===== src/hw/rtl/brp_pkg.sv =====
`timescale 1ns / 1ps
// ----------------------------------------------------------------------------
// brp_pkg
// Shared types and constants of the blacklist remap picker.
// ----------------------------------------------------------------------------
package brp_pkg;

   localparam int MAX_VALUE   = 1024;
   localparam int MAX_ENTRIES = 256;
   localparam int VALUE_W     = 10;
   localparam int COUNT_W     = 9;
   localparam int INDEX_W     = 8;
   localparam int N_W         = 11;
   localparam int WORD_W      = 31;
   localparam int STEP_W      = 5;

   typedef enum logic [1:0] {
      KIND_ADD    = 2'd0,
      KIND_FINISH = 2'd1,
      KIND_PICK   = 2'd2,
      KIND_CLEAR  = 2'd3
   } kind_type;

   typedef enum logic [1:0] {
      STATUS_OK        = 2'd0,
      STATUS_REJECT    = 2'd1,
      STATUS_EMPTY     = 2'd2,
      STATUS_NOT_BUILT = 2'd3
   } status_type;

   typedef enum logic [2:0] {
      RES_OK,
      RES_REJECT,
      RES_FINISH,
      RES_EMPTY,
      RES_NOT_BUILT,
      RES_PICK
   } res_type;

   typedef enum logic [3:0] {
      ST_SWEEP,
      ST_IDLE,
      ST_ADD_RD,
      ST_ADD_CHK,
      ST_CLR_RD,
      ST_CLR_WR,
      ST_FIN_INIT,
      ST_FIN_RD,
      ST_FIN_CHK,
      ST_FIN_SCAN,
      ST_PICK_CHK,
      ST_DIV,
      ST_PICK_RD,
      ST_PICK_SEL,
      ST_RESULT
   } state_type;

   typedef struct packed {
      logic    capture;
      logic    sweep_wr;
      logic    add_rd;
      logic    add_commit;
      logic    idx_clear;
      logic    list_rd;
      logic    unmark;
      logic    set_empty;
      logic    fin_init;
      logic    scan_rd;
      logic    next_inc;
      logic    map_wr;
      logic    idx_inc;
      logic    fin_done;
      logic    div_start;
      logic    div_step;
      logic    pick_rd;
      logic    res_set;
      res_type res;
      logic    out_load;
   } cmd_type;

   typedef struct packed {
      logic sweep_last;
      logic add_reject;
      logic list_done;
      logic e_lt_bound;
      logic next_lt_n;
      logic bit_q;
      logic div_last;
      logic map_ready;
      logic bound_zero;
      logic out_free;
   } stat_type;

endpackage


===== src/hw/rtl/brp_ctrl.sv =====
`timescale 1ns / 1ps
// ----------------------------------------------------------------------------
// brp_ctrl
// Sequencer for add, finish, pick, clear, reset sweep and register writes.
// ----------------------------------------------------------------------------
module brp_ctrl (
   input  logic               clock,
   input  logic               reset,
   input  logic               req_valid,
   input  logic [1:0]         req_kind,
   output logic               req_stall,
   input  logic               csr_valid,
   output logic               csr_ready,
   input  brp_pkg::stat_type  stat,
   output brp_pkg::cmd_type   cmd
);
   import brp_pkg::*;

   state_type state_ff, state_in;
   logic      reply_ff, reply_in;
   logic      idle;
   logic      req_take;
   logic      csr_take;
   kind_type  kind;

   assign kind      = kind_type'(req_kind);
   assign idle      = (state_ff == ST_IDLE);
   assign csr_ready = idle;
   assign req_stall = !idle || csr_valid;
   assign csr_take  = idle && csr_valid;
   assign req_take  = req_valid && !req_stall;

   always_comb begin
      state_in = state_ff;
      reply_in = reply_ff;
      unique case (state_ff)
         ST_SWEEP: begin
            if (stat.sweep_last) state_in = ST_IDLE;
         end
         ST_IDLE: begin
            if (csr_take) begin
               reply_in = 1'b0;
               state_in = ST_CLR_RD;
            end else if (req_take) begin
               reply_in = 1'b1;
               unique case (kind)
                  KIND_ADD:    state_in = ST_ADD_RD;
                  KIND_FINISH: state_in = ST_FIN_INIT;
                  KIND_PICK:   state_in = ST_PICK_CHK;
                  KIND_CLEAR:  state_in = ST_CLR_RD;
                  default:     state_in = ST_IDLE;
               endcase
            end
         end
         ST_ADD_RD:   state_in = ST_ADD_CHK;
         ST_ADD_CHK:  state_in = ST_RESULT;
         ST_CLR_RD: begin
            if (!stat.list_done) state_in = ST_CLR_WR;
            else if (reply_ff)   state_in = ST_RESULT;
            else                 state_in = ST_IDLE;
         end
         ST_CLR_WR:   state_in = ST_CLR_RD;
         ST_FIN_INIT: state_in = ST_FIN_RD;
         ST_FIN_RD: begin
            if (stat.list_done) state_in = ST_RESULT;
            else                state_in = ST_FIN_CHK;
         end
         ST_FIN_CHK: begin
            if (stat.e_lt_bound && stat.next_lt_n) state_in = ST_FIN_SCAN;
            else                                   state_in = ST_FIN_RD;
         end
         ST_FIN_SCAN: begin
            if (stat.bit_q) state_in = ST_FIN_CHK;
            else            state_in = ST_FIN_RD;
         end
         ST_PICK_CHK: begin
            if (!stat.map_ready || stat.bound_zero) state_in = ST_RESULT;
            else                                    state_in = ST_DIV;
         end
         ST_DIV: begin
            if (stat.div_last) state_in = ST_PICK_RD;
         end
         ST_PICK_RD:  state_in = ST_PICK_SEL;
         ST_PICK_SEL: state_in = ST_RESULT;
         ST_RESULT: begin
            if (stat.out_free) state_in = ST_IDLE;
         end
         default:     state_in = ST_IDLE;
      endcase
   end

   always_comb begin
      cmd     = '0;
      cmd.res = RES_OK;
      unique case (state_ff)
         ST_SWEEP: cmd.sweep_wr = 1'b1;
         ST_IDLE: begin
            cmd.capture   = req_take;
            cmd.idx_clear = csr_take || (req_take && kind == KIND_CLEAR);
         end
         ST_ADD_RD: cmd.add_rd = 1'b1;
         ST_ADD_CHK: begin
            cmd.res_set    = 1'b1;
            cmd.add_commit = !stat.add_reject;
            cmd.res        = stat.add_reject ? RES_REJECT : RES_OK;
         end
         ST_CLR_RD: begin
            cmd.list_rd   = !stat.list_done;
            cmd.set_empty = stat.list_done;
            cmd.res_set   = stat.list_done;
            cmd.res       = RES_OK;
         end
         ST_CLR_WR:   cmd.unmark = 1'b1;
         ST_FIN_INIT: cmd.fin_init = 1'b1;
         ST_FIN_RD: begin
            cmd.list_rd  = !stat.list_done;
            cmd.fin_done = stat.list_done;
            cmd.res_set  = stat.list_done;
            cmd.res      = RES_FINISH;
         end
         ST_FIN_CHK: begin
            cmd.scan_rd = stat.e_lt_bound && stat.next_lt_n;
            cmd.idx_inc = !(stat.e_lt_bound && stat.next_lt_n);
         end
         ST_FIN_SCAN: begin
            cmd.next_inc = stat.bit_q;
            cmd.map_wr   = !stat.bit_q;
         end
         ST_PICK_CHK: begin
            cmd.res_set   = !stat.map_ready || stat.bound_zero;
            cmd.res       = !stat.map_ready ? RES_NOT_BUILT : RES_EMPTY;
            cmd.div_start = stat.map_ready && !stat.bound_zero;
         end
         ST_DIV:     cmd.div_step = 1'b1;
         ST_PICK_RD: cmd.pick_rd = 1'b1;
         ST_PICK_SEL: begin
            cmd.res_set = 1'b1;
            cmd.res     = RES_PICK;
         end
         ST_RESULT: cmd.out_load = stat.out_free;
         default:   cmd.res = RES_OK;
      endcase
   end

   always_ff @(posedge clock) begin
      if (reset) begin
         state_ff <= ST_SWEEP;
         reply_ff <= 1'b0;
      end else begin
         state_ff <= state_in;
         reply_ff <= reply_in;
      end
   end

endmodule


===== config.mk =====
export PLATFORM = sky130hd
export DESIGN_NAME = brp_ctrl
export DESIGN_NICKNAME = d
export VERILOG_FILES = /design/src/hw/rtl/brp_pkg.sv /design/src/hw/rtl/brp_ctrl.sv
export SDC_FILE = /design/constraint.sdc
export NUM_CORES = 1
export LEC_CHECK = 0
export ABC_CLOCK_PERIOD_IN_PS = 5000
export BUFFER_PORTS_ARGS = -buffer_cell sky130_fd_sc_hd__buf_4
export CAP_MARGIN = 30
export CORE_MARGIN = 10
export CORE_UTILIZATION = 47
export CTS_CLUSTER_SIZE = 12
export DETAILED_ROUTE_END_ITERATION = 12
export PLACE_DENSITY = 0.92
export SETUP_SLACK_MARGIN = 0.5
export SKIP_LAST_GASP = 1
export SLEW_MARGIN = 20
export SYNTH_ARGS = -nofsm -noshare
export SYNTH_HDL_FRONTEND = slang
export SYNTH_SLANG_ARGS = --single-unit

===== constraint.sdc =====
create_clock -name clock -period 5 [get_ports clock]
set_clock_uncertainty 0.05 [all_clocks]
set_input_delay 0.25 -clock clock [delete_from_list [all_inputs] [get_ports clock]]
set_output_delay 0.25 -clock clock [all_outputs]
set_load 0.05 [all_outputs]

# Word-level counts from Yosys, hierarchy flattened
# Cells that the tools add are included.
# Widths: inputs -> output; s select.
# op_classes
eq_ne	21
bitwise_logic	0
n_shift	0
div_mod_pow	0
reduce_logical	23
addsub	0
order_cmp	0
multipliers	0
muxes	36
# ops
operator	count
$pmux 4 s14	1
$mux 4	9
$eq 4x4->1 const B	7
$mux 1	19
$eq 4x3->1 const B	4
$pmux 4 s4	1
$pmux 3 s4	1
$mux 3	3
$eq 4x2->1 const B	2
$logic_not 1->1	8
$ne 2x2->1 const B	3
$logic_and 1x1->1	5
$eq 2x2->1 const B	2
$eq 4x1->1 const B	1
$logic_not 4->1	1
$reduce_and 4->1	1
$reduce_or 2->1	2
$logic_or 1x1->1	3
$ne 3x1->1 const B	1
$pmux 1 s3	1
$eq 2x1->1 const B	1
$logic_not 2->1	1
$mux 2	1
$reduce_and 2->1	1
$reduce_bool 2->1	1
# word_totals
rom_bits	0
wordCells	82
input_bits	16
n_memories	0
reg_bits	5
latchBits	0
out_inout_bits	24
ramBits	0

# Depth between registers and ports, before layout
# logic_depth
word_depth	8
depth_mapped	7
ltp_nobuf	5

# Worst setup path before layout
# No wires, ideal clock.
# synth_path
path_kind	reg-to-output
startpoint	register state_ff[0]
endpoint	output cmd[21] (netlist name)
arrival_time_ns	2.510
path_buffers	1
stages_incl_launch_ff	5
slack_ns	2.190
t_required_ns	4.700
path_cell_list	dfxtp_1 -> buf_4 -> nor4b_4 -> nand2b_1 -> nor2_1
# synth_lines
item	line_no	source
from (decl)	brp_ctrl.sv:19	state_type state_ff, state_in;
from (signal assigned)	brp_ctrl.sv:150	state_ff <= state_in;
to (decl)	brp_ctrl.sv:15	output brp_pkg::cmd_type cmd

==> metrics <==
outcome completed; NumNets Final 167; n_diodes 0; syn_area_per_cell 6.432 µm²; Post-synth EDFFs 0; RSZ-0062 raised after global routing no; total track usage 0.1598; vias in the first global route 973; Final period util 0.4793; P&R area growth vs syn 39.93%; Root Driver clkbuf_4; pins over their slew limit 0; crit end category output port; Critical Path RT 4700 ps; CP max FO 22; Core ar. 1489 µm²; post-synthesis cell type count 41; Reg clk slew, reported paths 50 ps; top cell type's share of synthesized area 0.1365; post-CTS setup buffer count 0; Critical Path Start Type flip-flop; Max-cap violations 0; first-pass detailed-route iteration total 4; Starting Density 0.4924; CTS max path bufs 2; Global Route met3 Usage 0.05365; Cell Area, Synth 733.2 µm²; DRC viols 0; H-Tree Depth 1; met1 Track Usage GR 0.1971; largest net degree at the start of global routing 23; CTS tree yes; CTS buffer count 3; Hold Path Class in -> reg; Worst slew margin 0.5083; register area 100.1 µm²; GRT met2 Usage 0.2467; Top Ports 40; final hold slack 171.1 ps; Seq/Total Area, Yosys 0.1365; fraction of final layout cells with drive strength greater than 1 0.3267; Post-CTS Resized 0; final hold violation count 0; Clock Sinks 5; Pwr Density 250.4 nW/µm²; initial DRC count 44; synthesis-stage register bit count 5; Sw Share 0.5006; Horiz. Die Dim 59.50 µm; top-count cell post-synth nor2_1; Setup violations, final 0; Core Rows 14; Multi-input gate area 564.3 µm²; Synth Flop Type dfxtp_1; WS Path Type reg -> out; Synthesized Nets 130; crit path DAT 2100 ps; Die Y 59.50 µm; top area cells in the synthesized netlist dfxtp_1 14%, nor2_1 10%, nor3_1 8.2%; busiest grt layer met2; most frequent cells after synthesis 20 x nor2_1, 12 x nor3_1, 11 x nand2_1; Filler cells 123; Final Util 0.6891; Synth async-reset ratio 0; Routability Congestion 0.8803; Comb pwr share 0.559; die area 3540 µm²; Port Buffers 39; clock latency on the worst-skew pair 260 ps; P_int 0.1283 mW; DR vias/cell 6.307; initial antenna violation count 0; DR vias 1047; routed wire length 2.736 mm; Final min period 2397 ps; area leader, netlist dfxtp_1; Avg WL per Cell 16.48 µm; TNS Setup 0 ps; switching power total 0.1286 mW; clock share of power 0.193; Post-DRT Antenna Nets 0; Sequential Power Share 0.248; DP HPWL 2.192 mm; first-pass GRT wire length 4.602 mm; yosys warns 0; cts hold-fix bufs 0; Worst Tran Pin Value 736.5 ps; grt ovf 0; Synth Instances 114; fmax 417.3 MHz; Worst VDD drop 0.0002523 V; Lkg Pwr 0.4532 nW
[power by group through the flow]
| stage | clock network [mW] | registers [mW] | logic (mW) |
|---|---|---|---|
| 2_1_floorplan | 0 | 0.0486 | 0.118 |
| 4_1_cts | 0.0492 | 0.0633 | 0.144 |
| 3_5_place_dp | 0 | 0.0641 | 0.143 |
| 6_report | 0.0496 | 0.0638 | 0.144 |
| 3_3_place_gp | 0 | 0.0633 | 0.141 |
| 5_1_grt | 0.0541 | 0.0667 | 0.155 |
[final cells by class]
type / instances / share of cell area
clock buffer: 4 / 0.02561
inverter: 6 / 0.02195
multi-input combinational: 96 / 0.5500
sequential: 5 / 0.09756
tap: 16 / 0.01951
timing repair buffer: 39 / 0.2854
[logic make-up (layout without fill, tap and decap cells)]
logic type,count (synthesis),count (layout),synth area share
AO/OA/AOI/OAI,29,29,0.2731
flip-flops,5,5,0.1365
buffers and inverters,13,49,0.09385
AND/OR/NAND/NOR,67,67,0.4966
[flip-flops by register name, indices dropped and copies added, names as in the netlist]
name	cells
state_ff	4
reply_ff	1
[worst max-delay path, stage by stage, from the launching register on]
cell and delay (ps):
dfxtp_1 790, nand2b_1 340, nor2_1 260, a21oi_1 140, o21ai_1 100, buf_4 210
[path summary, 6_finish.rpt]
path / start / slack, ps / depth (start not counted) / end
setup / recovery: state_ff[1]$_SDFFE_PP0P_ / 2600 / 5 / cmd[4]
hold / removal: csr_valid / 170 / 2 / reply_ff$_SDFFE_PP0P_
setup reg to reg: state_ff[1]$_SDFFE_PP0P_ / 2900 / 5 / state_ff[3]$_SDFFE_PP0P_
hold reg to reg: reply_ff$_SDFFE_PP0P_ / 500 / 2 / reply_ff$_SDFFE_PP0P_
[layout by cell type (no fill, tap or decap), types with 2 or more instances in the layout]
cell type  synthesis  layout
dfxtp_1            5       5
inv_1              4       4
buf_4              3      39
clkbuf_4           0       3
or3_1              2       2
a211o_1            2       2
nand2_1           11      11
a31oi_1            2       2
nand4_1            2       2
nand2b_1           7       7
nor3_1            12      12
o21ai_1            2       2
nor4_1             2       2
o31ai_1            2       2
a221oi_1           2       2
inv_2              2       2
nor2_1            20      20
a21oi_1            8       8
o21ai_0            2       2
[metrics by stage]
step	std cells	cell area, µm²	power [mW]	setup slack [ps]
after global placement	162	999.7	0.2039	3032
after detailed placement	162	999.7	0.2073	2935
after CTS	166	1026	0.2562	2678
after global routing	166	1026	0.2754	2411
after floorplan	114	733.2	0.1669	2190
final	166	1026	0.2569	2603
[routing by layer]
metal | vias to the layer above | part of all wire
li1 | 498 | -
met1 | 475 | 0.37
met4 | 0 | 0.015
met3 | 7 | 0.11
met2 | 67 | 0.50
met5 | - | 0
Note: power is estimated with default switching activity, not from simulation.
